`src/design/iamc_pkg.sv`:
```
// Package for the incline actuator mode controller.
// Holds mode, drive and operation codes, register indexes and the divide-by-ten constants.
`timescale 1ns / 1ps
package iamc_pkg;

  typedef enum logic [2:0] {
    MODE_IDLE    = 3'd0,
    MODE_RUNNING = 3'd1,
    MODE_RETRACT = 3'd2,
    MODE_MANUAL  = 3'd4
  } mode_t;

  typedef enum logic [1:0] {
    DRIVE_OFF = 2'd0,
    DRIVE_FWD = 2'd1,
    DRIVE_REV = 2'd2
  } drive_t;

  typedef enum logic [1:0] {
    OP_TICK   = 2'd0,
    OP_START  = 2'd1,
    OP_MANUAL = 2'd2,
    OP_STOP   = 2'd3
  } op_t;

  typedef enum logic [2:0] {
    REG_TARGET_ANGLE   = 3'd0,
    REG_STALL_LIMIT    = 3'd1,
    REG_RETRACT_TICKS  = 3'd2,
    REG_MANUAL_TICKS   = 3'd3,
    REG_HOME_THRESHOLD = 3'd4
  } reg_idx_t;

  localparam int unsigned CFG_IDX_W  = 3;
  localparam int unsigned CFG_DATA_W = 16;

  localparam logic [14:0] STALL_LIMIT_RST    = 15'd10000;
  localparam logic [15:0] RETRACT_TICKS_RST  = 16'd3000;
  localparam logic [15:0] MANUAL_TICKS_RST   = 16'd200;
  localparam logic [14:0] HOME_THRESHOLD_RST = 15'd50;

  // truncating divide by ten: q = (a * RECIP_10) >> RECIP_SHIFT, exact for a < 2^18
  localparam logic [16:0] RECIP_10    = 17'd104858;
  localparam int unsigned RECIP_SHIFT = 20;

  typedef struct packed {
    logic [1:0]        operation;
    logic signed [15:0] measured_angle;
    logic signed [7:0] manual_direction;
  } in_word_t;

  typedef struct packed {
    logic [1:0] drive;
    logic       done_res;
    logic       busy_res;
  } out_word_t;

endpackage

```
`src/design/iamc_if.sv`:
```
// Valid/ready channel interfaces for the incline actuator mode controller.
// Input word and result word; no package dependency.
`timescale 1ns / 1ps
interface iamc_in_if;
  logic              valid;
  logic              ready;
  logic [1:0]        operation;
  logic signed [15:0] measured_angle;
  logic signed [7:0] manual_direction;

  modport source (output valid, operation, measured_angle, manual_direction, input ready);
  modport sink   (input valid, operation, measured_angle, manual_direction, output ready);
endinterface

interface iamc_out_if;
  logic       valid;
  logic       ready;
  logic [1:0] drive;
  logic       done_res;
  logic       busy_res;

  modport source (output valid, drive, done_res, busy_res, input ready);
  modport sink   (input valid, drive, done_res, busy_res, output ready);
endinterface

```
`src/design/incline_actuator_mode_controller.sv`:
```
// Incline actuator mode controller, top level.
// Uses iamc_pkg, iamc_if channels and iamc_core.
//
// Usage:
//   in_ch  carries one word per command: tick, start run, manual command, stop,
//          with the measured angle and manual direction.
//   out_ch returns exactly one word per input word: drive held, done, busy.
//   cfg_we/cfg_index/cfg_data write the five setup registers (target angle,
//   stall limit, retract ticks, manual ticks, home threshold); write only while
//   no word is in flight.
// Timing:
//   A word is registered at acceptance, stepped through the mode logic once
//   the output register is free or being drained, and lands in the output
//   register, which drives out_ch.valid; a stall can hold it in between.
//   One word per cycle is sustained while out_ch.ready stays high; the bias
//   divide is a single 17x17 reciprocal multiply within the step cycle.
// Reset (rst_n low, synchronous): mode idle, drive off, counters and history
//   cleared, registers to their defaults, both pipeline registers empty.
// Backpressure: while out_ch.ready is low a held result stays put, the input
//   register holds one more word, and in_ch.ready drops only when both are full.
`timescale 1ns / 1ps
module incline_actuator_mode_controller
  import iamc_pkg::*;
(
  input  logic                  clk,
  input  logic                  rst_n,
  iamc_in_if.sink               in_ch,
  iamc_out_if.source            out_ch,
  input  logic                  cfg_we,
  input  logic [CFG_IDX_W-1:0]  cfg_index,
  input  logic [CFG_DATA_W-1:0] cfg_data
);

  logic      in_vld_r;
  in_word_t  in_word_r;
  logic      out_vld_r;
  out_word_t out_word_r;
  out_word_t result;
  logic      advance;

  assign advance     = in_vld_r && (!out_vld_r || out_ch.ready);
  assign in_ch.ready = !in_vld_r || advance;

  always_ff @(posedge clk) begin
    if (!rst_n) begin
      in_vld_r <= 1'b0;
    end else if (in_ch.ready) begin
      in_vld_r <= in_ch.valid;
    end
  end

  always_ff @(posedge clk) begin
    if (in_ch.valid && in_ch.ready) begin
      in_word_r.operation        <= in_ch.operation;
      in_word_r.measured_angle   <= in_ch.measured_angle;
      in_word_r.manual_direction <= in_ch.manual_direction;
    end
  end

  iamc_core u_core (
    .clk       (clk),
    .rst_n     (rst_n),
    .cfg_we    (cfg_we),
    .cfg_index (cfg_index),
    .cfg_data  (cfg_data),
    .step_en   (advance),
    .word      (in_word_r),
    .result    (result)
  );

  always_ff @(posedge clk) begin
    if (!rst_n) begin
      out_vld_r <= 1'b0;
    end else if (advance) begin
      out_vld_r <= 1'b1;
    end else if (out_ch.ready) begin
      out_vld_r <= 1'b0;
    end
  end

  always_ff @(posedge clk) begin
    if (advance) out_word_r <= result;
  end

  assign out_ch.valid    = out_vld_r;
  assign out_ch.drive    = out_word_r.drive;
  assign out_ch.done_res = out_word_r.done_res;
  assign out_ch.busy_res = out_word_r.busy_res;

  a_idle_drive_off: assert property (@(posedge clk) disable iff (!rst_n)
    out_vld_r && !out_word_r.busy_res |-> out_word_r.drive == DRIVE_OFF)
    else $error("drive not off while idle");

  a_done_not_busy: assert property (@(posedge clk) disable iff (!rst_n)
    out_vld_r && out_word_r.done_res |-> !out_word_r.busy_res)
    else $error("done reported while still busy");

  a_step_fills_out: assert property (@(posedge clk) disable iff (!rst_n)
    advance |=> out_vld_r)
    else $error("stepped word lost before output register");

  a_held_word_kept: assert property (@(posedge clk) disable iff (!rst_n)
    in_vld_r && !advance |=> in_vld_r)
    else $error("input word dropped while stalled");

endmodule

```
`src/design/iamc_bias.sv`:
```
// Bias unit: (target - measured) / 10 truncated toward zero, in tenths of a degree.
// Uses the reciprocal constants from iamc_pkg.
`timescale 1ns / 1ps
module iamc_bias
  import iamc_pkg::*;
(
  input  logic signed [15:0] target_angle,
  input  logic signed [15:0] measured_angle,
  output logic signed [15:0] bias
);

  logic signed [16:0] diff;
  logic               neg;
  logic [16:0]        mag;
  logic [33:0]        prod;
  logic [33:0]        quot_full;
  logic [13:0]        quot;

  always_comb begin
    diff      = {target_angle[15], target_angle} - {measured_angle[15], measured_angle};
    neg       = diff[16];
    mag       = neg ? 17'(-diff) : 17'(diff);
    prod      = {17'd0, mag} * {17'd0, RECIP_10};
    quot_full = prod >> RECIP_SHIFT;
    quot      = quot_full[13:0];
    bias      = neg ? -$signed({2'b00, quot}) : $signed({2'b00, quot});
  end

endmodule

```
`src/design/iamc_core.sv`:
```
// Mode state, configuration registers and per-word step logic.
// Depends on iamc_pkg and iamc_bias.
`timescale 1ns / 1ps
module iamc_core
  import iamc_pkg::*;
(
  input  logic                  clk,
  input  logic                  rst_n,
  input  logic                  cfg_we,
  input  logic [CFG_IDX_W-1:0]  cfg_index,
  input  logic [CFG_DATA_W-1:0] cfg_data,
  input  logic                  step_en,
  input  in_word_t              word,
  output out_word_t             result
);

  logic signed [15:0] target_angle_r;
  logic [14:0]        stall_limit_r;
  logic [15:0]        retract_ticks_r;
  logic [15:0]        manual_ticks_r;
  logic [14:0]        home_threshold_r;

  mode_t              mode_r, mode_nxt;
  logic [15:0]        tick_r, tick_nxt;
  logic signed [15:0] prev_bias_r, prev_bias_nxt;
  logic [15:0]        stall_r, stall_nxt;
  logic signed [7:0]  held_dir_r, held_dir_nxt;
  drive_t             drive_r, drive_nxt;
  logic               finish;
  logic signed [15:0] bias;
  logic [15:0]        tick_inc;

  iamc_bias u_bias (
    .target_angle   (target_angle_r),
    .measured_angle (word.measured_angle),
    .bias           (bias)
  );

  always_ff @(posedge clk) begin
    if (!rst_n) begin
      target_angle_r   <= '0;
      stall_limit_r    <= STALL_LIMIT_RST;
      retract_ticks_r  <= RETRACT_TICKS_RST;
      manual_ticks_r   <= MANUAL_TICKS_RST;
      home_threshold_r <= HOME_THRESHOLD_RST;
    end else if (cfg_we) begin
      case (reg_idx_t'(cfg_index))
        REG_TARGET_ANGLE:   target_angle_r   <= $signed(cfg_data);
        REG_STALL_LIMIT:    stall_limit_r    <= cfg_data[14:0];
        REG_RETRACT_TICKS:  retract_ticks_r  <= cfg_data;
        REG_MANUAL_TICKS:   manual_ticks_r   <= cfg_data;
        REG_HOME_THRESHOLD: home_threshold_r <= cfg_data[14:0];
        default: ;
      endcase
    end
  end

  assign tick_inc = (tick_r == 16'hFFFF) ? tick_r : tick_r + 16'd1;

  always_comb begin
    mode_nxt      = mode_r;
    tick_nxt      = tick_r;
    prev_bias_nxt = prev_bias_r;
    stall_nxt     = stall_r;
    held_dir_nxt  = held_dir_r;
    drive_nxt     = drive_r;
    finish        = 1'b0;
    case (op_t'(word.operation))
      OP_START: begin
        mode_nxt = MODE_RUNNING;
        tick_nxt = '0;
      end
      OP_MANUAL: begin
        if (mode_r == MODE_IDLE) mode_nxt = MODE_MANUAL;
        tick_nxt     = '0;
        held_dir_nxt = word.manual_direction;
      end
      OP_STOP: begin
        mode_nxt  = MODE_IDLE;
        drive_nxt = DRIVE_OFF;
      end
      default: begin
        if (mode_r == MODE_RUNNING) begin
          if (bias == prev_bias_r)
            stall_nxt = (stall_r == 16'hFFFF) ? stall_r : stall_r + 16'd1;
          else
            stall_nxt = '0;
          if (stall_nxt > {1'b0, stall_limit_r}) finish = 1'b1;
          prev_bias_nxt = bias;
          if (bias > 16'sd0) begin
            drive_nxt = DRIVE_FWD;
          end else if (bias < 16'sd0) begin
            drive_nxt = DRIVE_REV;
          end else begin
            drive_nxt = DRIVE_OFF;
            if (target_angle_r < $signed({1'b0, home_threshold_r}))
              mode_nxt = MODE_RETRACT;
            else
              finish = 1'b1;
          end
        end
        if (mode_nxt == MODE_RETRACT) begin
          tick_nxt  = tick_inc;
          drive_nxt = DRIVE_REV;
          if (tick_inc > retract_ticks_r) finish = 1'b1;
        end
        if (mode_nxt == MODE_MANUAL) begin
          if (held_dir_r == 8'sd1)       drive_nxt = DRIVE_FWD;
          else if (held_dir_r == -8'sd1) drive_nxt = DRIVE_REV;
          else                           drive_nxt = DRIVE_OFF;
          tick_nxt = tick_inc;
          if (tick_inc > manual_ticks_r) finish = 1'b1;
        end
        if (finish) begin
          mode_nxt  = MODE_IDLE;
          drive_nxt = DRIVE_OFF;
        end
      end
    endcase
    result.drive    = drive_nxt;
    result.done_res = finish;
    result.busy_res = (mode_nxt != MODE_IDLE);
  end

  always_ff @(posedge clk) begin
    if (!rst_n) begin
      mode_r      <= MODE_IDLE;
      tick_r      <= '0;
      prev_bias_r <= '0;
      stall_r     <= '0;
      held_dir_r  <= '0;
      drive_r     <= DRIVE_OFF;
    end else if (step_en) begin
      mode_r      <= mode_nxt;
      tick_r      <= tick_nxt;
      prev_bias_r <= prev_bias_nxt;
      stall_r     <= stall_nxt;
      held_dir_r  <= held_dir_nxt;
      drive_r     <= drive_nxt;
    end
  end

endmodule

```
`src/flat_wrapper.sv`:
```
// flat-port wrapper written by rule: the top's interface ports become plain ports
module incline_actuator_mode_controller_flat import iamc_pkg::*;
  (clk, rst_n, cfg_we, cfg_index, cfg_data, in_ch_valid, in_ch_operation, in_ch_measured_angle, in_ch_manual_direction, in_ch_ready, out_ch_valid, out_ch_drive, out_ch_done_res, out_ch_busy_res, out_ch_ready);
  iamc_in_if in_ch_i ();
  iamc_out_if out_ch_i ();
  input  logic clk;
  input  logic rst_n;
  input  logic cfg_we;
  input  logic [CFG_IDX_W-1:0] cfg_index;
  input  logic [CFG_DATA_W-1:0] cfg_data;
  input wire logic [$bits(in_ch_i.valid)-1:0] in_ch_valid;
  input wire logic [$bits(in_ch_i.operation)-1:0] in_ch_operation;
  input wire logic [$bits(in_ch_i.measured_angle)-1:0] in_ch_measured_angle;
  input wire logic [$bits(in_ch_i.manual_direction)-1:0] in_ch_manual_direction;
  output wire logic [$bits(in_ch_i.ready)-1:0] in_ch_ready;
  output wire logic [$bits(out_ch_i.valid)-1:0] out_ch_valid;
  output wire logic [$bits(out_ch_i.drive)-1:0] out_ch_drive;
  output wire logic [$bits(out_ch_i.done_res)-1:0] out_ch_done_res;
  output wire logic [$bits(out_ch_i.busy_res)-1:0] out_ch_busy_res;
  input wire logic [$bits(out_ch_i.ready)-1:0] out_ch_ready;
  assign in_ch_i.valid = in_ch_valid;
  assign in_ch_i.operation = in_ch_operation;
  assign in_ch_i.measured_angle = in_ch_measured_angle;
  assign in_ch_i.manual_direction = in_ch_manual_direction;
  assign in_ch_ready = in_ch_i.ready;
  assign out_ch_valid = out_ch_i.valid;
  assign out_ch_drive = out_ch_i.drive;
  assign out_ch_done_res = out_ch_i.done_res;
  assign out_ch_busy_res = out_ch_i.busy_res;
  assign out_ch_i.ready = out_ch_ready;
  incline_actuator_mode_controller u_core (.clk(clk), .rst_n(rst_n), .in_ch(in_ch_i), .out_ch(out_ch_i), .cfg_we(cfg_we), .cfg_index(cfg_index), .cfg_data(cfg_data));
endmodule
```
`config.mk`:
```
export PLATFORM = sky130hd
export DESIGN_NAME = incline_actuator_mode_controller_flat
export DESIGN_NICKNAME = d
export VERILOG_FILES = /design/src/design/iamc_pkg.sv /design/src/design/iamc_if.sv /design/src/design/incline_actuator_mode_controller.sv /design/src/design/iamc_bias.sv /design/src/design/iamc_core.sv /design/src/flat_wrapper.sv
export SDC_FILE = /design/constraint.sdc
export NUM_CORES = 1
export LEC_CHECK = 0
export BUFFER_PORTS_ARGS = -buffer_cell sky130_fd_sc_hd__clkbuf_2
export CORE_UTILIZATION = 41
export DETAILED_ROUTE_END_ITERATION = 12
export GPL_TIMING_DRIVEN = 0
export PLACE_DENSITY = 0.63
export SETUP_SLACK_MARGIN = 0.05
export SYNTH_ARGS = -nofsm -noshare
export SYNTH_HDL_FRONTEND = slang
export SYNTH_HIERARCHICAL = 1
export SYNTH_SLANG_ARGS = --single-unit
```
`constraint.sdc`:
```
create_clock -name clk -period 12.6 [get_ports clk]
set_input_delay 0.63 -clock clk [delete_from_list [all_inputs] [get_ports clk]]
set_output_delay 0.63 -clock clk [all_outputs]
set_load 0.02 [all_outputs]
```
==> impl_results.md, run 1 <==
* GR Overflow Total at 0
* Post-synthesis cell area at 16100 um^2
* CTS sink cnt at 171
* Critical path arrival at 12.27 ns
* Residual DRC count at 0
* Post-CTS Hold Buffers at 0
* Overall routing resource usage at 22.6%
* Share of the core filled with cells at 48.0%
* Post-synth top cells: 288 x nand2_1, 256 x inv_1, 222 x ha_1
* Std cell rows at 72
* Actual slew at the worst max-slew pin at 1.14 ns
* Most common cell in the netlist: nand2_1
* Routed Antenna Nets at 0
* Ys flop type: dfxtp_1
* Worst-path clk slew at 0.07 ns
* H-tree levels at 4
* Max-slew headroom at 23.8%
* CP required at 12.76 ns
* Post-synth top area share at 17.5%
* Die width at 200 um
* Initial Util at 41.7%
* R2r setup slk at 0.49 ns
* Number of synthesized flops with an enable pin at 30
* RD Place Congestion at 0.931
* WL final at 44800 um
* WL/cell at 17.5 um
* Largest family of logic cells by synthesized area: adder cells
* Final Setup Violations at 0
* Syn avg cell area at 8.37 um^2
* Area contributors post-synth: dfxtp_1 18%, ha_1 17%, fa_1 10%
* Area grow syn2layout at 15.3%
* Slowest stage delay, CP at 0.57 ns
* Cells after Synth at 1924
* Max cap viols at 0
* Post-Synth Adder-Cell Area at 27.6%
* Hold path depth at 1
* Largest net degree at the start of global routing at 17
* Clock Skews at 0.00946 ns
* R2r startpoint: u_core/u_core/target_angle_r[0]
* Cell taking the most area after synthesis: dfxtp_1
* Cell variety after synth at 107
* Setup TNS at 0 ns
* Vias per cell at 5.53
* Seq cells post-synth at 171
* CTS tree: done
* Xor/xnor share of the synthesized area at 5.04%
* Final #Nets at 2390
* Synth async-reset ratio at 0%
* Share of layout cells above drive strength 1 at 12.4%
* Vias in the first global route at 14000
* Simple-Gate Fraction of Synth Area at 18.6%
* Startpoint types: register
* Via count at 14200
* Sequential-to-total area share from yosys stat at 23.1%
* Clock root buffer: clkbuf_16
* Core area at 38600 um^2
* Tcrit/Tclk final at 96.1%
* Layout fillers at 3681
* Outcome: finished clean
* Cell count of the worst reg-to-reg path at 45
* Mux contribution to synthesized area at 0.731%
* CP most frequent cell: fa_1
* Final std cells w/o fill at 2565
* Max clock buf depth at 2
* Initial antenna violation count at 0
* Port bufs at 55
* Slowest cell on crit path: fa_1
* DRT iter0 DRCs at 819
* Die Ht at 200 um
* Cells after DPL at 2498
* Endpoint class of the critical path: register
* I/O Pins at 56
* Hold Vio Cnt, Final at 0
* Synth Area in Compound Gates at 17.4%
* Crit path from: u_core/u_core/target_angle_r[0]
* # diodes at 0
* Dpl hpwl at 35800 um
* Crit-path max FO at 6
* Hold Path Origin: in_ch_measured_angle[2]
* R2R Path End: u_core/out_ch.busy_res
* First-pass GRT wire length at 72000 um
* WS Path Type: reg -> reg
* Skew-Pair Late Insertion Delay at 0.44 ns
* Drt first pass iters at 5
* Die ar. at 40100 um^2
* Min Clock Period, post-route at 12.11 ns
* Syn nets at 2279
* Hold Path Sink: u_core/in_word_r[10]
* Max Slew Vio Count at 0
* Fmax at 0.0826 GHz
* HP Class: in -> reg
* Ys Warns at 6
* RSZ-0062 raised after global routing: true
* TritonCTS Buffers at 17
[worst max path at each step]
stage               cells after the start                     end  slack (ns)
floorplan                              50  u_core/out_ch.done_res        0.98
global placement                       42  u_core/out_ch.busy_res       -1.16
detailed placement                     46  u_core/out_ch.busy_res       -1.22
CTS                                    42  u_core/out_ch.done_res        0.05
global route                           46  u_core/out_ch.busy_res      -0.002
finish                                 45  u_core/out_ch.busy_res        0.49
[registers in the layout, indices dropped and copies added, names as in the netlist, 3 cells and up]
signal and cells:
u_core/u_core/mode_r 3, u_core/u_core/target_angle_r 16, u_core/u_core/manual_ticks_r 16, u_core/u_core/retract_ticks_r 16
u_core/u_core/prev_bias_r 16, u_core/in_word_r 26, u_core/u_core/held_dir_r 8, u_core/u_core/stall_limit_r 15
u_core/u_core/home_threshold_r 15, u_core/u_core/stall_r 16, u_core/u_core/tick_r 16
[worst max-delay path, delay by kind of cell (launching register included)]
kind | cells | cell delay, ns
xor gates and xnor gates | 4 | 0.68
and+or+nand+nor | 10 | 2.25
DFF | 1 | 0.35
buffers and inverters | 6 | 0.82
adders and majority gates | 10 | 3.76
AOI/OAI and AO/OA | 15 | 3.94
[logic make-up (layout without fill, tap and decap cells)]
family	after synthesis	in the layout
multiplexers	11	11
buffers and inverters	316	439
AO/OA/AOI/OAI	425	425
adder cells (fa/ha/maj)	305	305
AND/OR/NAND/NOR	605	605
XOR/XNOR	91	91
flip-flops	171	171
[per-stage QoR]
step	area (um^2)	hold slack, ns	setup slack [ns]
after floorplan	16100	0.436	0.978
after CTS	18000	0.331	0.0503
after detailed placement	17100	0.446	-1.22
final	18600	0.359	0.487
after global placement	17000	0.444	-1.16
after global routing	18600	0.331	-0.00207
[cell type report]
class | instances | area (um^2) | area share [%]
Tap cell | 518 | 648 | 3.49
Timing Repair Buffer | 92 | 578 | 3.11
Clock inverter | 9 | 135 | 0.728
Buffer | 59 | 254 | 1.37
Clock buffer | 22 | 495 | 2.67
Inverter | 257 | 965 | 5.20
Sequential cell | 171 | 3720 | 20.1
Multi-Input combinational cell | 1437 | 11800 | 63.4
[cells in the final DEF (no fill, tap or decap), types with 13 or more instances in the layout]
cell,count
clkbuf_1,49
nand2_1,286
buf_4,34
clkbuf_16,18
nand4_1,25
o211ai_1,36
xnor2_1,31
nor2_1,66
inv_1,255
and2_1,14
a21o_1,26
a211oi_1,13
nand2b_1,14
o21ai_0,35
a21oi_1,166
ha_1,212
fa_1,82
and3_1,20
o21ai_1,15
nand3_1,54
edfxtp_1,30
or3_1,14
dfxtp_1,140
nor3_1,23
xor2_1,39
clkbuf_2,56
nor2b_1,15
[per-layer routing]
layer	vias to the layer above	GRT usage (%)	part of all wire (%)
met5	-	0	0
met4	0	8.85	2.9
met3	76	2.72	5.1
met2	408	38.6	49
met1	6824	29.0	43
li1	6889	-	-
[what timing repair did]
item | 4_1_cts | 5_1_grt
endpoints found under the setup margin | 9 | 8
buffers inserted | 13 | 22
gates cloned | 0 | 1
gates resized for setup | 35 | 69
hold endpoints to repair | 0 | 0
pin swaps | 10 | 27
Power of run 1 is left out: the tool's default activity adds up to more than one toggle a clock period on the data nets, which glitch-free logic cannot reach.
==> run 2, diff against run 1 <==
--- a/config.mk
+++ b/config.mk
@@ -6,10 +6,11 @@
 export NUM_CORES = 1
 export LEC_CHECK = 0
 export BUFFER_PORTS_ARGS = -buffer_cell sky130_fd_sc_hd__clkbuf_2
+export CORE_ASPECT_RATIO = 0.8
 export CORE_UTILIZATION = 41
 export DETAILED_ROUTE_END_ITERATION = 12
 export GPL_TIMING_DRIVEN = 0
-export PLACE_DENSITY = 0.63
+export PLACE_DENSITY = 0.65
 export SETUP_SLACK_MARGIN = 0.05
 export SYNTH_ARGS = -nofsm -noshare
 export SYNTH_HDL_FRONTEND = slang
==> constraint.sdc (replaced) <==
create_clock -name clk -period 10.6 [get_ports clk]
set_input_delay 0.53 -clock clk [delete_from_list [all_inputs] [get_ports clk]]
set_output_delay 0.53 -clock clk [all_outputs]
set_load 0.02 [all_outputs]
==> impl_results.md, run 2 (synthesized netlist as in run 1, its figures left out) <==
* Vias per cell at 5.57 (was 5.53)
* Max-slew headroom at 36.3% (was 23.8%)
* Fmax at 0.0871 GHz (was 0.0826 GHz)
* Crit-path max FO at 6 (unchanged)
* WL/cell at 17.9 um (was 17.5 um)
* Port bufs at 55 (unchanged)
* Endpoint class of the critical path: register (unchanged)
* Share of layout cells above drive strength 1 at 19.1% (was 12.4%)
* Tcrit/Tclk final at 108% (was 96.1%)
* CP required at 10.92 ns (was 12.76 ns)
* Most frequent cells in the layout: 281 x nand2_1, 246 x inv_1, 195 x ha_1, 159 x a21oi_1, 139 x dfxtp_1 (was 286 x nand2_1, 255 x inv_1, 212 x ha_1, 166 x a21oi_1, 140 x dfxtp_1)
* WS Path Type: reg -> reg (unchanged)
* Vias in the first global route at 14100 (was 14000)
* # diodes at 0 (unchanged)
* Std cell rows at 64 (was 72)
* RSZ-0062 raised after global routing: true (unchanged)
* Commonest non-fill, non-tap cell in the layout: nand2_1 (unchanged)
* Drt first pass iters at 5 (unchanged)
* Top reg by flops: u_core/in_word_r (unchanged)
* Max clock buf depth at 2 (unchanged)
* TritonCTS Buffers at 17 (unchanged)
* Routed Antenna Nets at 0 (unchanged)
* Hold path depth at 1 (unchanged)
* Outcome: finished, violations left (was finished clean)
* Clock Skews at 0.00789 ns (was 0.00946 ns)
* Core area at 38400 um^2 (was 38600 um^2)
* Worst-path clk slew at 0.07 ns (about the same)
* Setup WS post-layout at -0.886 ns (was 0.487 ns)
* Area grow syn2layout at 22.7% (was 15.3%)
* DRT iter0 DRCs at 1077 (was 819)
* Actual slew at the worst max-slew pin at 0.953 ns (was 1.14 ns)
* Critical path arrival at 11.80 ns (was 12.27 ns)
* Startpoint types: register (unchanged)
* Initial Util at 41.9% (was 41.7%)
* Max Slew Vio Count at 0 (unchanged)
* CTS sink cnt at 171 (unchanged)
* Skew-Pair Late Insertion Delay at 0.44 ns (about the same)
* Overall routing resource usage at 23.5% (was 22.6%)
* First-pass GRT wire length at 73500 um (was 72000 um)
* Hold Vio Cnt, Final at 0 (unchanged)
* Slowest cell on crit path: fa_1 (unchanged)
* Final Setup Violations at 17 (was 0)
* Via count at 14500 (was 14200)
* Largest net degree at the start of global routing at 19 (was 17)
* Failing checks: negative setup slack
* Initial antenna violation count at 0 (unchanged)
* Final #Nets at 2445 (was 2390)
* Max cap viols at 0 (unchanged)
* Worst hold margin at 0.258 ns (was 0.359 ns)
* Cell count of the worst reg-to-reg path at 48 (was 45)
* I/O Pins at 56 (unchanged)
* Slowest stage delay, CP at 0.56 ns (was 0.57 ns)
* Residual DRC count at 0 (unchanged)
* Die Ht at 179 um (was 200 um)
* Die ar. at 40100 um^2 (about the same)
* WL final at 46400 um (was 44800 um)
* Cell family with most CP delay: adder cells (was compound AO/OA/AOI/OAI gates)
* HP Class: in -> reg (unchanged)
* RD Place Congestion at 0.914 (was 0.931)
* Min Clock Period, post-route at 11.49 ns (was 12.11 ns)
* CTS tree: done (unchanged)
* H-tree levels at 4 (unchanged)
* Post-CTS Hold Buffers at 0 (unchanged)
* Clock root buffer: clkbuf_16 (unchanged)
* CP bufs+invs at 11 (was 6)
* Crit path depth at 48 (was 45)
* Dpl hpwl at 36500 um (was 35800 um)
* Max reg flops at 26 (unchanged)
* GR Overflow Total at 0 (unchanged)
* Die width at 224 um (was 200 um)
==> run 2: final cells by class <==
type,instances,area [um^2]
plain buffers,58,274
clock buffers,18,439
clock inverters,14,135
fillers,3472,18700
inverters,257,965
multi-input cells,1437,12500
flip-flops and latches,171,3730
well taps,495,619
repair buffers,148,1050
==> run 2: final timing paths <==
| path | endpoint | slack [ns] | start |
|---|---|---|---|
| setup / recovery | u_core/out_ch.drive[0] | -0.89 | u_core/in_word_r[8] |
| hold / removal | u_core/in_word_r[24] | 0.26 | in_ch_operation[0] |
| setup reg to reg | u_core/out_ch.drive[0] | -0.89 | u_core/in_word_r[8] |
| hold reg to reg | u_core/u_core/manual_ticks_r[5] | 0.46 | u_core/u_core/manual_ticks_r[5] |
==> run 2: what timing repair did <==
action / 4_1_cts / 5_1_grt
resized for setup: 121 / 61
pin swaps: 69 / 55
setup endpoints to repair: 40 / 35
setup buffers: 67 / 24
cloned: 1 / 0
==> run 2: worst reg2reg max path, delay by kind of cell, from the launching register on <==
kind,cells,cell delay [ns]
buffers and inverters,11,1.40
and+or+nand+nor,11,2.69
DFF,1,0.38
AOI/OAI and AO/OA,12,2.58
adders and majority gates,10,3.63
xor gates and xnor gates,4,0.70
==> run 2: stage by stage <==
stage	util [%]	std cells	setup WS [ns]	TNS, ns	cell area, um^2
after floorplan	-	1924	-0.129	-0.245	16500
after global placement	45.3	2474	-2.06	-37.16	17400
after detailed placement	45.4	2475	-2.31	-45.65	17400
after CTS	50.1	2575	-0.753	-5.40	19300
after global routing	51.4	2598	-1.37	-16.57	19800
final	51.4	2598	-0.886	-6.68	19800
==> run 2: layer usage <==
layer	global-route usage, %	vias up	wire, um
li1	-	6990	-
met2	36.0	454	20000
met1	34.3	6991	22600
met4	4.77	0	548
met5	0	-	0
met3	4.06	42	3290
Power of run 2 is left out for the same reason.
